File: config.mk
export PLATFORM = sky130hd
export DESIGN_NAME = radix_integer_text_parser
export DESIGN_NICKNAME = d
export VERILOG_FILES = /design/src/hdl/rit_pkg.sv /design/src/hdl/radix_integer_text_parser.sv /design/src/hdl/rit_digit_unit.sv /design/src/hdl/rit_parser.sv
export SDC_FILE = /design/constraint.sdc
export NUM_CORES = 2
export LEC_CHECK = 0
export BUFFER_PORTS_ARGS = -buffer_cell sky130_fd_sc_hd__buf_4
export CORE_MARGIN = 10
export CORE_UTILIZATION = 30
export DETAILED_ROUTE_END_ITERATION = 12
export HOLD_SLACK_MARGIN = 0.06
export RECOVER_POWER = 25
export SLEW_MARGIN = 10
export SYNTH_ARGS = -nofsm -noshare
export SYNTH_HDL_FRONTEND = slang
export SYNTH_HIERARCHICAL = 1
export SYNTH_SLANG_ARGS = --single-unit
File: constraint.sdc
create_clock -name clock -period 9.1 [get_ports clock]
set_input_delay 0.91 -clock clock [delete_from_list [all_inputs] [get_ports clock]]
set_output_delay 0.91 -clock clock [all_outputs]
set_load 0.005 [all_outputs]
File: src/hdl/rit_pkg.sv
package rit_pkg;

   localparam int CH_W       = 8;
   localparam int RADIX_W    = 6;
   localparam int DIGIT_W    = 6;
   localparam int VALUE_W    = 64;
   localparam int END_W      = 16;
   localparam int RSP_RAW_W  = VALUE_W + 1 + END_W + 1;
   localparam int RSP_DATA_W = ((RSP_RAW_W + 7) / 8) * 8;
   localparam int CSR_IDX_W  = 1;
   localparam int CSR_DATA_W = RADIX_W;

   // register indexes
   localparam logic [CSR_IDX_W-1:0] CSR_RADIX  = 1'd0;
   localparam logic [CSR_IDX_W-1:0] CSR_SIGNED = 1'd1;

   localparam logic [RADIX_W-1:0] RADIX_RESET = 6'd10;
   localparam logic [RADIX_W-1:0] BASE_AUTO   = 6'd0;
   localparam logic [RADIX_W-1:0] BASE_ONE    = 6'd1;
   localparam logic [RADIX_W-1:0] BASE_MIN    = 6'd2;
   localparam logic [RADIX_W-1:0] BASE_OCT    = 6'd8;
   localparam logic [RADIX_W-1:0] BASE_DEC    = 6'd10;
   localparam logic [RADIX_W-1:0] BASE_HEX    = 6'd16;
   localparam logic [RADIX_W-1:0] BASE_MAX    = 6'd36;
   localparam logic [DIGIT_W-1:0] DIGIT_NONE  = 6'd36;

   localparam logic [CH_W-1:0] CH_TAB   = 8'h09;
   localparam logic [CH_W-1:0] CH_CR    = 8'h0D;
   localparam logic [CH_W-1:0] CH_SPACE = 8'h20;
   localparam logic [CH_W-1:0] CH_PLUS  = 8'h2B;
   localparam logic [CH_W-1:0] CH_MINUS = 8'h2D;
   localparam logic [CH_W-1:0] CH_0     = 8'h30;
   localparam logic [CH_W-1:0] CH_9     = 8'h39;
   localparam logic [CH_W-1:0] CH_UP_A  = 8'h41;
   localparam logic [CH_W-1:0] CH_UP_X  = 8'h58;
   localparam logic [CH_W-1:0] CH_UP_Z  = 8'h5A;
   localparam logic [CH_W-1:0] CH_LO_A  = 8'h61;
   localparam logic [CH_W-1:0] CH_LO_X  = 8'h78;
   localparam logic [CH_W-1:0] CH_LO_Z  = 8'h7A;

   typedef struct packed {
      logic [RADIX_W-1:0] radix;
      logic               signed_mode;
   } cfg_type;

   // value of a character as a digit, DIGIT_NONE when it is none
   function automatic logic [DIGIT_W-1:0] digit_of(input logic [CH_W-1:0] c);
      logic [CH_W-1:0] t;
      t = '0;
      if (c >= CH_0 && c <= CH_9) begin
         t = c - CH_0;
         return t[DIGIT_W-1:0];
      end
      if (c >= CH_LO_A && c <= CH_LO_Z) begin
         t = c - CH_LO_A + 8'd10;
         return t[DIGIT_W-1:0];
      end
      if (c >= CH_UP_A && c <= CH_UP_Z) begin
         t = c - CH_UP_A + 8'd10;
         return t[DIGIT_W-1:0];
      end
      return DIGIT_NONE;
   endfunction

endpackage

File: src/hdl/radix_integer_text_parser.sv
// Streaming integer parser: one character per item on req_, at most one result per string
// on rsp_. Items go in at up to one per cycle unless held by an unread result (below); each
// character passes an input register and is then folded into the parse state (a base
// multiply-add on the accumulator) that feeds the result register. Only a character that
// produces a result waits, while an earlier result is still unread on rsp_.
// A string starts with tuser high on its first character; radix is sampled at that point
// and signed_mode when the result is formed. Write csr_ only between strings.
// rsp_tdata holds value in the low VALUE_BITS bits of its 64-bit field.
module radix_integer_text_parser import rit_pkg::*; #(
   parameter int VALUE_BITS  = 64,
   parameter int OFFSET_BITS = 16
) (
   input  logic                  clock,
   input  logic                  reset,
   input  logic                  csr_we,
   input  logic [CSR_IDX_W-1:0]  csr_addr,
   input  logic [CSR_DATA_W-1:0] csr_wdata,
   input  logic                  req_tvalid,
   output logic                  req_tready,
   input  logic [CH_W-1:0]       req_tdata,  // ch
   input  logic                  req_tuser,  // first
   output logic                  rsp_tvalid,
   input  logic                  rsp_tready,
   output logic [RSP_DATA_W-1:0] rsp_tdata   // value, overflowed, end_offset, bad_radix
);

   cfg_type         cfg_ff;
   logic            in_valid_ff;
   logic [CH_W-1:0] in_ch_ff;
   logic            in_first_ff;
   logic            item_ready;

   always_ff @(posedge clock) begin
      if (reset) begin
         cfg_ff.radix       <= RADIX_RESET;
         cfg_ff.signed_mode <= 1'b0;
      end else if (csr_we) begin
         unique case (csr_addr)
            CSR_RADIX:  cfg_ff.radix       <= csr_wdata;
            CSR_SIGNED: cfg_ff.signed_mode <= csr_wdata[0];
            default: ;
         endcase
      end
   end

   assign req_tready = !in_valid_ff || item_ready;

   always_ff @(posedge clock) begin
      if (reset) begin
         in_valid_ff <= 1'b0;
      end else if (req_tready) begin
         in_valid_ff <= req_tvalid;
         in_ch_ff    <= req_tdata;
         in_first_ff <= req_tuser;
      end
   end

   rit_parser #(.VALUE_BITS(VALUE_BITS), .OFFSET_BITS(OFFSET_BITS)) u_parser (
      .clock      (clock),
      .reset      (reset),
      .cfg        (cfg_ff),
      .item_valid (in_valid_ff),
      .item_ch    (in_ch_ff),
      .item_first (in_first_ff),
      .item_ready (item_ready),
      .rsp_tvalid (rsp_tvalid),
      .rsp_tready (rsp_tready),
      .rsp_tdata  (rsp_tdata)
   );

endmodule

File: src/hdl/rit_digit_unit.sv
module rit_digit_unit import rit_pkg::*; #(
   parameter int VALUE_BITS = 64
) (
   input  logic [VALUE_BITS-1:0] acc,
   input  logic                  ovf,
   input  logic [RADIX_W-1:0]    base,
   input  logic [DIGIT_W-1:0]    digit,
   output logic [VALUE_BITS-1:0] acc_next,
   output logic                  ovf_next
);

   localparam int PW = VALUE_BITS + RADIX_W;

   logic [PW-1:0] prod;
   logic [PW-1:0] sum;
   logic          wrap;

   // acc*base+digit overflows exactly when any bit above VALUE_BITS is set
   assign prod = {{RADIX_W{1'b0}}, acc} * {{VALUE_BITS{1'b0}}, base};
   assign sum  = prod + PW'(digit);
   assign wrap = |sum[PW-1:VALUE_BITS];

   always_comb begin
      if (ovf) begin
         acc_next = acc;
         ovf_next = 1'b1;
      end else if (wrap) begin
         acc_next = '1;
         ovf_next = 1'b1;
      end else begin
         acc_next = sum[VALUE_BITS-1:0];
         ovf_next = 1'b0;
      end
   end

endmodule

File: src/hdl/rit_parser.sv
module rit_parser import rit_pkg::*; #(
   parameter int VALUE_BITS  = 64,
   parameter int OFFSET_BITS = 16
) (
   input  logic                  clock,
   input  logic                  reset,
   input  cfg_type               cfg,
   input  logic                  item_valid,
   input  logic [CH_W-1:0]       item_ch,
   input  logic                  item_first,
   output logic                  item_ready,
   output logic                  rsp_tvalid,
   input  logic                  rsp_tready,
   output logic [RSP_DATA_W-1:0] rsp_tdata
);

   typedef enum logic [2:0] {
      PH_WS, PH_START, PH_ZERO, PH_HEXPFX, PH_DIGITS, PH_DONE
   } phase_type;

   localparam int OB_EXT = (OFFSET_BITS > END_W) ? OFFSET_BITS : END_W;
   localparam logic [VALUE_BITS-1:0] VMAX = '1;
   localparam logic [VALUE_BITS-1:0] SMAX = VMAX >> 1;
   localparam logic [VALUE_BITS-1:0] SMIN = SMAX + 1'b1;

   phase_type              phase_ff, phase_in, cur_phase;
   logic                   minus_ff, minus_in, cur_minus;
   logic [VALUE_BITS-1:0]  acc_ff, acc_in, cur_acc, acc_dig;
   logic                   ovf_ff, ovf_in, cur_ovf, ovf_dig;
   logic [RADIX_W-1:0]     base_ff, base_in, cur_base, dig_base;
   logic [OFFSET_BITS-1:0] cnt_ff, cnt_in, cur_cnt, cnt_inc;
   logic [OFFSET_BITS-1:0] dend_ff, dend_in, cur_dend;

   logic                   rsp_valid_ff;
   logic [VALUE_BITS-1:0]  out_value_ff, out_value_in;
   logic                   out_ovf_ff, out_ovf_in;
   logic [OFFSET_BITS-1:0] out_end_ff, out_end_in;
   logic                   out_bad_ff, out_bad_in;
   logic [OB_EXT-1:0]      out_end_ext;

   logic                   step, emit;
   logic                   radix_bad, is_ws, take;
   logic [DIGIT_W-1:0]     digit;
   logic [VALUE_BITS-1:0]  fin_value;
   logic                   fin_ovf;

   // only an item that produces a result waits for the result register
   assign step       = item_valid && (!emit || !rsp_valid_ff || rsp_tready);
   assign item_ready = step;

   // first=1 restarts from a clean state before the character is looked at
   always_comb begin
      cur_phase = item_first ? PH_WS : phase_ff;
      cur_minus = item_first ? 1'b0 : minus_ff;
      cur_acc   = item_first ? '0 : acc_ff;
      cur_ovf   = item_first ? 1'b0 : ovf_ff;
      cur_cnt   = item_first ? '0 : cnt_ff;
      cur_dend  = item_first ? '0 : dend_ff;
      cur_base  = item_first ? cfg.radix : base_ff;
   end

   assign radix_bad = (cfg.radix == BASE_ONE) || (cfg.radix > BASE_MAX);
   assign cnt_inc   = (cur_cnt == '1) ? cur_cnt : cur_cnt + 1'b1;
   assign digit     = digit_of(item_ch);
   assign is_ws     = (item_ch == CH_SPACE) || (item_ch >= CH_TAB && item_ch <= CH_CR);

   // base a digit is judged against on this character
   always_comb begin
      unique case (cur_phase)
         PH_WS, PH_START: dig_base = (cur_base == BASE_AUTO) ? BASE_DEC : cur_base;
         PH_ZERO:         dig_base = (cur_base == BASE_AUTO) ? BASE_OCT : cur_base;
         default:         dig_base = cur_base;
      endcase
   end

   assign take = (dig_base >= BASE_MIN) && (digit < dig_base);

   rit_digit_unit #(.VALUE_BITS(VALUE_BITS)) u_digit (
      .acc      (cur_acc),
      .ovf      (cur_ovf),
      .base     (dig_base),
      .digit    (digit),
      .acc_next (acc_dig),
      .ovf_next (ovf_dig)
   );

   always_comb begin
      fin_value = cur_acc;
      fin_ovf   = cur_ovf;
      if (!cfg.signed_mode) begin
         if (cur_minus) fin_value = VMAX;
      end else if (cur_minus) begin
         if (cur_acc > SMIN) begin
            fin_value = SMIN;
            fin_ovf   = 1'b1;
         end else begin
            fin_value = '0 - cur_acc;
         end
      end else if (cur_acc > SMAX) begin
         fin_value = SMAX;
         fin_ovf   = 1'b1;
      end
   end

   always_comb begin
      phase_in     = cur_phase;
      minus_in     = cur_minus;
      acc_in       = cur_acc;
      ovf_in       = cur_ovf;
      base_in      = cur_base;
      cnt_in       = cur_cnt;
      dend_in      = cur_dend;
      emit         = 1'b0;
      out_value_in = '0;
      out_ovf_in   = 1'b0;
      out_end_in   = '0;
      out_bad_in   = 1'b0;
      if (item_first && radix_bad) begin
         emit       = 1'b1;
         out_bad_in = 1'b1;
         phase_in   = PH_DONE;
      end else begin
         unique case (cur_phase)
            PH_WS, PH_START: begin
               if (cur_phase == PH_WS && is_ws) begin
                  cnt_in = cnt_inc;
               end else if (cur_phase == PH_WS &&
                            (item_ch == CH_PLUS || item_ch == CH_MINUS)) begin
                  minus_in = (item_ch == CH_MINUS);
                  cnt_in   = cnt_inc;
                  phase_in = PH_START;
               end else if (item_ch == CH_0 &&
                            (cur_base == BASE_AUTO || cur_base == BASE_HEX)) begin
                  cnt_in   = cnt_inc;
                  dend_in  = cnt_inc;
                  phase_in = PH_ZERO;
               end else if (take) begin
                  acc_in   = acc_dig;
                  ovf_in   = ovf_dig;
                  cnt_in   = cnt_inc;
                  dend_in  = cnt_inc;
                  base_in  = dig_base;
                  phase_in = PH_DIGITS;
               end else begin
                  // no digits at all
                  emit     = 1'b1;
                  phase_in = PH_DONE;
               end
            end
            PH_ZERO, PH_HEXPFX, PH_DIGITS: begin
               if (cur_phase == PH_ZERO && (item_ch == CH_LO_X || item_ch == CH_UP_X)) begin
                  cnt_in   = cnt_inc;
                  base_in  = BASE_HEX;
                  phase_in = PH_HEXPFX;
               end else if (take) begin
                  acc_in   = acc_dig;
                  ovf_in   = ovf_dig;
                  cnt_in   = cnt_inc;
                  dend_in  = cnt_inc;
                  base_in  = dig_base;
                  phase_in = PH_DIGITS;
               end else begin
                  emit         = 1'b1;
                  out_value_in = fin_value;
                  out_ovf_in   = fin_ovf;
                  out_end_in   = cur_dend;
                  phase_in     = PH_DONE;
               end
            end
            PH_DONE: begin
               phase_in = PH_DONE;
            end
            default: begin
               phase_in = PH_DONE;
            end
         endcase
      end
   end

   always_ff @(posedge clock) begin
      if (reset) begin
         phase_ff     <= PH_WS;
         minus_ff     <= 1'b0;
         acc_ff       <= '0;
         ovf_ff       <= 1'b0;
         base_ff      <= BASE_DEC;
         cnt_ff       <= '0;
         dend_ff      <= '0;
         rsp_valid_ff <= 1'b0;
      end else begin
         if (step) begin
            phase_ff <= phase_in;
            minus_ff <= minus_in;
            acc_ff   <= acc_in;
            ovf_ff   <= ovf_in;
            base_ff  <= base_in;
            cnt_ff   <= cnt_in;
            dend_ff  <= dend_in;
         end
         if (step && emit) begin
            rsp_valid_ff <= 1'b1;
            out_value_ff <= out_value_in;
            out_ovf_ff   <= out_ovf_in;
            out_end_ff   <= out_end_in;
            out_bad_ff   <= out_bad_in;
         end else if (rsp_tready) begin
            rsp_valid_ff <= 1'b0;
         end
      end
   end

   assign out_end_ext = OB_EXT'(out_end_ff);
   assign rsp_tvalid  = rsp_valid_ff;
   assign rsp_tdata   = RSP_DATA_W'({out_bad_ff, out_end_ext[END_W-1:0], out_ovf_ff,
                                     VALUE_W'(out_value_ff)});

   a_bad_result_clean: assert property (@(posedge clock) disable iff (reset)
      (rsp_valid_ff && out_bad_ff) |-> (out_value_ff == '0 && out_end_ff == '0 && !out_ovf_ff))
      else $error("bad radix result carries data");

   a_emit_ends_string: assert property (@(posedge clock) disable iff (reset)
      (step && emit) |=> (phase_ff == PH_DONE))
      else $error("result emitted without ending the string");

   a_ws_state_clear: assert property (@(posedge clock) disable iff (reset)
      (phase_ff == PH_WS) |-> (acc_ff == '0 && !ovf_ff && dend_ff == '0 && !minus_ff))
      else $error("accumulator state not clear while skipping whitespace");

   a_end_within_count: assert property (@(posedge clock) disable iff (reset)
      dend_ff <= cnt_ff)
      else $error("digit end beyond characters consumed");

endmodule

# == Yosys cells after proc, flatten, opt, wreduce, memory -nomap -nowiden ==
# Index checks and enable logic that the tools add are counted.
# classes
add_sub_neg,8
multipliers,1
n_lt_le_gt_ge,13
eq_ne,13
muxes,92
bitwise_logic,3
n_reduce_logical,34
# ops
cell,count
$mux W64,14
$mux W16,15
$pmux W64 S2,1
$mux W6,15
$add A70 B6 Y70,1
$mul A64 B6 Y70,1
$gt A64 B63 Y1 const B,1
$gt A64 B64 Y1 const B,1
$pmux W16 S2,2
$sub A1 B64 Y64 const A,1
$mux W1,34
$eq A8 B6 Y1 const B,4
$pmux W6 S2,2
$mux W3,6
$add A16 B1 Y16 const B,1
$eq A16 B16 Y1 const B,1
$eq A8 B7 Y1 const B,2
$ge A8 B7 Y1 const B,2
$le A8 B7 Y1 const B,2
$add A6 B4 Y6 const B,2
$logic_and A1 B1 Y1,12
$sub A6 B6 Y6 const B,2
$ge A8 B4 Y1 const B,1
$ge A8 B6 Y1 const B,1
other kinds (24),40
# word_totals
regBits,207
input_bits,21
output_inout_bits,90
wordCells,181

# == Depth between registers and ports, before layout ==
# logic_depth
depth_word,23
ltp_mapped,37

# == Hierarchy ==
# The synthesis kept the hierarchy.
# by_module_without_submodules
module,n_inst,cells_per_inst,area_each_um2,seq_area_each_um2
rit_digit_unit,1,1601,14338.8,0.0
rit_parser,1,1746,13424.1,4624.4
radix_integer_text_parser,1,45,626.9,430.4

# == Worst setup path after synthesis ==
# No wires, ideal clock.
# synth_path
path_kind,reg-to-reg
from,register in_first_ff
to,"register u_parser.out_bad_ff, enable pin"
setup_ps,514
t_arrival_ps,7410
t_required_ps,8586
setup_slack_ps,1176
stages_incl_launch_ff,19
n_path_buf,9
period_less_slack_ps,7924
cell_sequence,edfxtp_1 > buf_2 > buf_2 > clkbuf_1 > buf_2 > buf_1 > buf_2 > buf_1 > mux2i_1 > ha_1 > and4_1 > and3_1 > and3_1 > buf_6 > o32a_1 > buf_6 > o21ai_4 > nand2_4 > a211oi_2
# synth_via
elab_chain_cells,18
elab_cells_between_ends,36
# synth_lines
element,line_no,source
"start, declared",radix_integer_text_parser.sv:30,logic in_first_ff;
"start signal, assigned",radix_integer_text_parser.sv:54,in_first_ff <= req_tuser;
$mux W6 / $mux W3 (equally long branches),"rit_parser.sv:59, rit_parser.sv:53",
"$logic_not A6 Y1, or another cell as far along","rit_parser.sv:70, rit_parser.sv:71, rit_parser.sv:133",
"$mux W6, or another cell as far along",rit_parser.sv:71,PH_ZERO: dig_base = (cur_base == BASE_AUTO) ? BASE_OCT : cur_base;
$pmux W6 S2,rit_parser.sv:69,unique case (cur_phase)
$ge A6 B2 Y1 / $lt A6 B6 Y1 (equally long branches),rit_parser.sv:76,assign take = (dig_base >= BASE_MIN) && (digit < dig_base);
$logic_and A1 B1 Y1,rit_parser.sv:76,
$mux W1,"rit_parser.sv:137, rit_parser.sv:155",
$mux W1,rit_parser.sv:132,end else if (item_ch == CH_0 &&
$mux W1,rit_parser.sv:127,end else if (cur_phase == PH_WS &&
$mux W1,rit_parser.sv:125,if (cur_phase == PH_WS && is_ws) begin
$pmux W1 S2,rit_parser.sv:123,unique case (cur_phase)
$mux W1 (*),rit_parser.sv:118,if (item_first && radix_bad) begin
$logic_not A1 Y1,rit_parser.sv:48,assign step = item_valid && (!emit || !rsp_valid_ff || rsp_tready);
$logic_or A1 B1 Y1 (2 in series),rit_parser.sv:48,
$logic_and A1 B1 Y1,rit_parser.sv:48,
$logic_and A1 B1 Y1 (*),rit_parser.sv:200,if (step && emit) begin
$reduce_and A2 Y1 (no line) (*),-,
"end signal, assigned",rit_parser.sv:205,out_bad_ff <= out_bad_in;
"end, declared",rit_parser.sv:38,"logic out_bad_ff, out_bad_in;"
# Mark *: on every way between the ends. The rest lies on a longest branch, timed or not.
# A chain may end at the register's enable or synchronous reset.

# == Worst setup path after layout ==
# layout_path
from,register in_first_ff
to,register u_parser.acc_ff[54]
# layout_via
elab_cells_between_ends,48
# layout_lines
element,line_no,source
$mux W6 / $mux W3 (equally long branches),"rit_parser.sv:59, rit_parser.sv:53",
"$logic_not A6 Y1, or another cell as far along","rit_parser.sv:70, rit_parser.sv:71",
"$mux W6, or another cell as far along",rit_parser.sv:71,
$pmux W6 S2 (*),rit_parser.sv:69,
net u_parser.dig_base[1],rit_parser.sv:30,"logic [RADIX_W-1:0] base_ff, base_in, cur_base, dig_base;"
$mul A64 B6 Y70 (*),rit_digit_unit.sv:19,"assign prod = {{RADIX_W{1'b0}}, acc} * {{VALUE_BITS{1'b0}}, base};"
$add A70 B6 Y70 (*),rit_digit_unit.sv:20,assign sum = prod + PW'(digit);
$reduce_or A6 Y1,rit_digit_unit.sv:21,assign wrap = |sum[PW-1:VALUE_BITS];
$mux W64 (*),rit_digit_unit.sv:27,end else if (wrap) begin
$mux W64 (*),rit_digit_unit.sv:24,if (ovf) begin
net u_parser.acc_dig[54],rit_parser.sv:28,"logic [VALUE_BITS-1:0] acc_ff, acc_in, cur_acc, acc_dig;"
$mux W64 (*),"rit_parser.sv:137, rit_parser.sv:155",
$mux W64,rit_parser.sv:132,
$mux W64,rit_parser.sv:127,
$mux W64,rit_parser.sv:125,
$pmux W64 S2 (*),rit_parser.sv:123,
$mux W64 (*),rit_parser.sv:118,
"end signal, assigned",rit_parser.sv:194,acc_ff <= acc_in;
"end, declared",rit_parser.sv:28,
# Mark *: on every way through the listed nets, which the timed path passes. The rest lies on a longest branch.

==> key figures <==
Status
  • Outcome: finished with violations
  • Failing checks: capacitance limit, slew limit

Die
  • Initial Utilization: 30.3%
  • Die X: around 330 µm
  • Die area: ~110000 µm²
  • Die Span Y: approximately 330 µm
  • Row cnt: between 100 and 150
  • Core area: approximately 94000 µm²
  • # IOs: between 100 and 150

Worst setup path
  • Reg-to-reg startpoint: in_first_ff
  • WS Path Type: reg2reg
  • Worst r2r path cells: 28
  • Worst setup endpoint: u_parser/acc_ff[54]
  • Critical Path Start: in_first_ff
  • Data required, critical path: ~9.6 ns
  • R2R Path End: u_parser/acc_ff[54]
  • Buf/Inv on CP: 5
  • Slowest CP cell: a2111oi_0
  • Crit path largest cell delay: 1.07 ns
  • CP Capture Type: flip-flop
  • Worst EP arrival: slightly above 9 ns
  • FF-to-FF setup slack: between 0.5 and 0.6 ns
  • Critical path depth: 28
  • Crit Path Max Fanout: 80
  • Type of origin of the critical path: flip-flop
  • CP most frequent cell: fa_1
  • CP top delay family: compound AO/OA/AOI/OAI gates

STA
  • Slew @ Worst Pin: around 2.3 ns
  • RSZ-0062 raised after global routing: no
  • Max Slew Vio Count: 47
  • Fin crit share: between 90% and 100%
  • Minimum clock period: around 8.6 ns
  • Final hold vios: 0
  • Worst slew margin: -54.1%
  • Setup TNS: 0 ns
  • Fin Hold WS: around 0.46 ns
  • Fmax: between 100 and 150 MHz
  • # setup viols final: 0
  • Worst Skew: 0.0257 ns

Synth
  • Top cells by area, synth: fa_1 (18%), edfxtp_1 (9.6%), and2_1 (8.4%)
  • Area share of the largest cell type after synthesis: around 18%
  • Syn_area_per_cell: approximately 8.4 µm²
  • Largest area contributor in the netlist: fa_1
  • Number of flops mapped to enable cells by yosys: 91
  • Mux share of post-synthesis cell area: less than 1%
  • Share of the yosys chip area belonging to registers: roughly 18%
  • Post-Synth Simple-Gate Area: 22.9%
  • Xor/xnor share of the synthesized area: approximately 2.4%
  • Mapped Cells: 3392
  • Compound-cell area share of the yosys netlist: roughly a quarter
  • Mapped Area: around 28000 µm²
  • Async set-or-reset flop fraction in the synthesized netlist: 0%
  • Adder-cell share of the synthesized area: between 20% and 30%
  • Post-synth top flop: dfxtp_1
  • Cell variety after synth: 110
  • Flops & latches, synth: about 210
  • Largest family of logic cells by synthesized area: adder cells
  • Yosys synthesis warning count: 6

CTS
  • Clock Latency Late Sink: around 0.56 ns
  • Num CTS Buffers: 24
  • Clock sinks: between 200 and 250
  • Root Driver: clkbuf_16
  • Reg clk slew, reported paths: about 0.07 ns
  • TritonCTS clock tree: done
  • H-Tree Depth: 1
  • Post-CTS Resized: 0
  • Post-CTS setup buffers: 0
  • CTS Buffer Depth: 3
  • Hold buffer count at cts: 0

Routing
  • Antenna-violating nets left: 0
  • Initial DRC count: 2948
  • Drt first pass iters: 8
  • DRC viols: 0
  • Via-to-Cell Ratio: between 5 and 6
  • Vias: 26000
  • Final wirelength: just under 100000 µm
  • DR WL/cell: 21.4 µm

Pwr
  • Clock Power Share: roughly a third
  • Sequential Power Share: roughly a third
  • VDD IR max: roughly 0.12 mV
  • P_int: around 1.9 mW
  • Psw: between 1 and 1.5 mW
  • Leak: roughly 13 nW
  • Cell area power density: 99.2 nW/µm²
  • Comb power frac: between 30% and 40%
  • Sw frac: between 30% and 40%

Placement
  • Routability cong.: 0.937
  • PortBufs: around 100
  • Detail Placement HPWL: 71400 µm

Global routing
  • Largest net degree at the start of global routing: 81
  • Grt ovf: 0
  • First-pass GRT wire length: between 150000 and 200000 µm
  • GRT Util Overall: between 10% and 20%
  • Vias in the first global route: approximately 25000
  • Initial antenna violation count: 1

Hold path
  • WHS Path Cells: 2
  • Worst min path class: reg2reg

Final layout
  • Register area: around 5100 µm²
  • Multi-input gate area: roughly 21000 µm²
  • Share of cells above drive strength 1: 8.79%
  • P&R area growth vs syn: 8.34%
  • Net count, final: between 3000 and 4000
  • Layout filler cell count: just under 10000
  • Ant. Diodes: 0

Flow run
  • Max-Cap Viols: 1
synth_stat cells, types with 18 or more instances:
cell type and instances:
o21ai_1 25, a21o_1 43, nand2b_1 21, xor2_1 31
a211oi_1 48, nand4_1 39, a221oi_1 18, nor2b_1 30
a21oi_1 311, fa_1 252, nor4_1 27, buf_2 34
nor2_1 224, a2bb2oi_2 50, nand2_1 300, nor3_1 50
a221oi_2 21, a2111oi_0 36, and2_1 382, o21a_1 18
a31oi_1 27, clkbuf_1 161, inv_1 207, o21ai_0 199
edfxtp_1 91, and3_1 33, ha_1 161, dfxtp_1 116
nand3_1 60, xnor2_1 48
cells by family after synthesis:
kind of cell	count (synthesis)
simple gates	1238
fa+ha+maj	413
buf+inv	448
mux	20
flops	207
compound gates	986
other cells	1
xor+xnor	79
layout make-up:
| class | count | share of cell area (%) |
|---|---|---|
| Timing Repair Buffer | 152 | 3.31 |
| Inverter | 210 | 2.57 |
| Tap cell | 1254 | 5.10 |
| Sequential cell | 207 | 16.4 |
| Clock buffer | 32 | 2.22 |
| Clock inverter | 12 | 0.504 |
| Multi-Input combinational cell | 2742 | 69.9 |
layout by cell type, fill, tap and decap left out, types with 22 or more instances in the layout:
cell type / count
nand4_1: 39
edfxtp_1: 91
xnor2_1: 48
nor3_1: 49
a21oi_1: 309
nor2b_1: 29
a31oi_1: 27
dfxtp_1: 116
a211oi_1: 48
nor4_1: 27
clkbuf_1: 48
fa_1: 252
nor2_1: 222
ha_1: 161
and2_1: 381
nand2_1: 298
o21ai_1: 22
a2111oi_0: 36
buf_4: 61
xor2_1: 31
o21ai_0: 202
clkbuf_4: 45
inv_1: 202
a21o_1: 43
and3_1: 33
nand3_1: 59
a2bb2oi_2: 50
clkbuf_16: 26
registers in the layout, summed over array words and instances, names as in the netlist, 6 cells and up:
| signal | count |
|---|---|
| u_parser/acc_ff | 64 |
| in_ch_ff | 8 |
| u_parser/cnt_ff | 16 |
| cfg_ff | 7 |
| u_parser/out_value_ff | 64 |
| u_parser/base_ff | 6 |
| u_parser/dend_ff | 16 |
| u_parser/out_end_ext | 16 |
through the flow:
stage | power, mW | cells | area (µm²) | worst slack [ns] | utilization (%)
2_1_floorplan | 1.70 | 3397 | 28400 | 1.18 | -
3_3_place_gp | 1.98 | 4565 | 30100 | 1.01 | 32.1
3_5_place_dp | 1.99 | 4565 | 30100 | 0.858 | 32.1
4_1_cts | 3.05 | 4609 | 30900 | 0.810 | 33.0
5_1_grt | 3.19 | 4609 | 30800 | 0.142 | 32.9
6_report | 3.05 | 4609 | 30800 | 0.503 | 32.9
per-layer routing:
layer	wire length, µm	global-route usage, %	share of wire (%)
met4	2860	4.73	2.9
met1	44100	25.4	45
met5	0	0	0
met2	43200	27.7	44
met3	8410	3.00	8.5
worst min path at each step:
stage                             start                  end  slack [ns]
floorplan           u_parser/acc_ff[57]  u_parser/acc_ff[57]        0.44
finish              u_parser/acc_ff[57]  u_parser/acc_ff[57]        0.46
detailed placement  u_parser/acc_ff[61]  u_parser/acc_ff[61]        0.45
global placement    u_parser/acc_ff[61]  u_parser/acc_ff[61]        0.45
global route        u_parser/dend_ff[4]  u_parser/dend_ff[4]        0.49
CTS                 u_parser/acc_ff[61]  u_parser/acc_ff[61]        0.46
power groups by stage:
stage | Sequential, mW | Clock (mW) | Combinational (mW)
2_1_floorplan | 1.06 | 0 | 0.646
3_3_place_gp | 1.07 | 0 | 0.911
3_5_place_dp | 1.07 | 0 | 0.919
4_1_cts | 1.05 | 1.08 | 0.923
5_1_grt | 1.05 | 1.12 | 1.01
6_report | 1.05 | 1.06 | 0.937
worst min-delay path: stages (launching register included):
cell and delay, ns:
dfxtp_1 0.31, nand2_1 0.05, a21oi_1 0.05
Power figures use the tool's default switching activity.
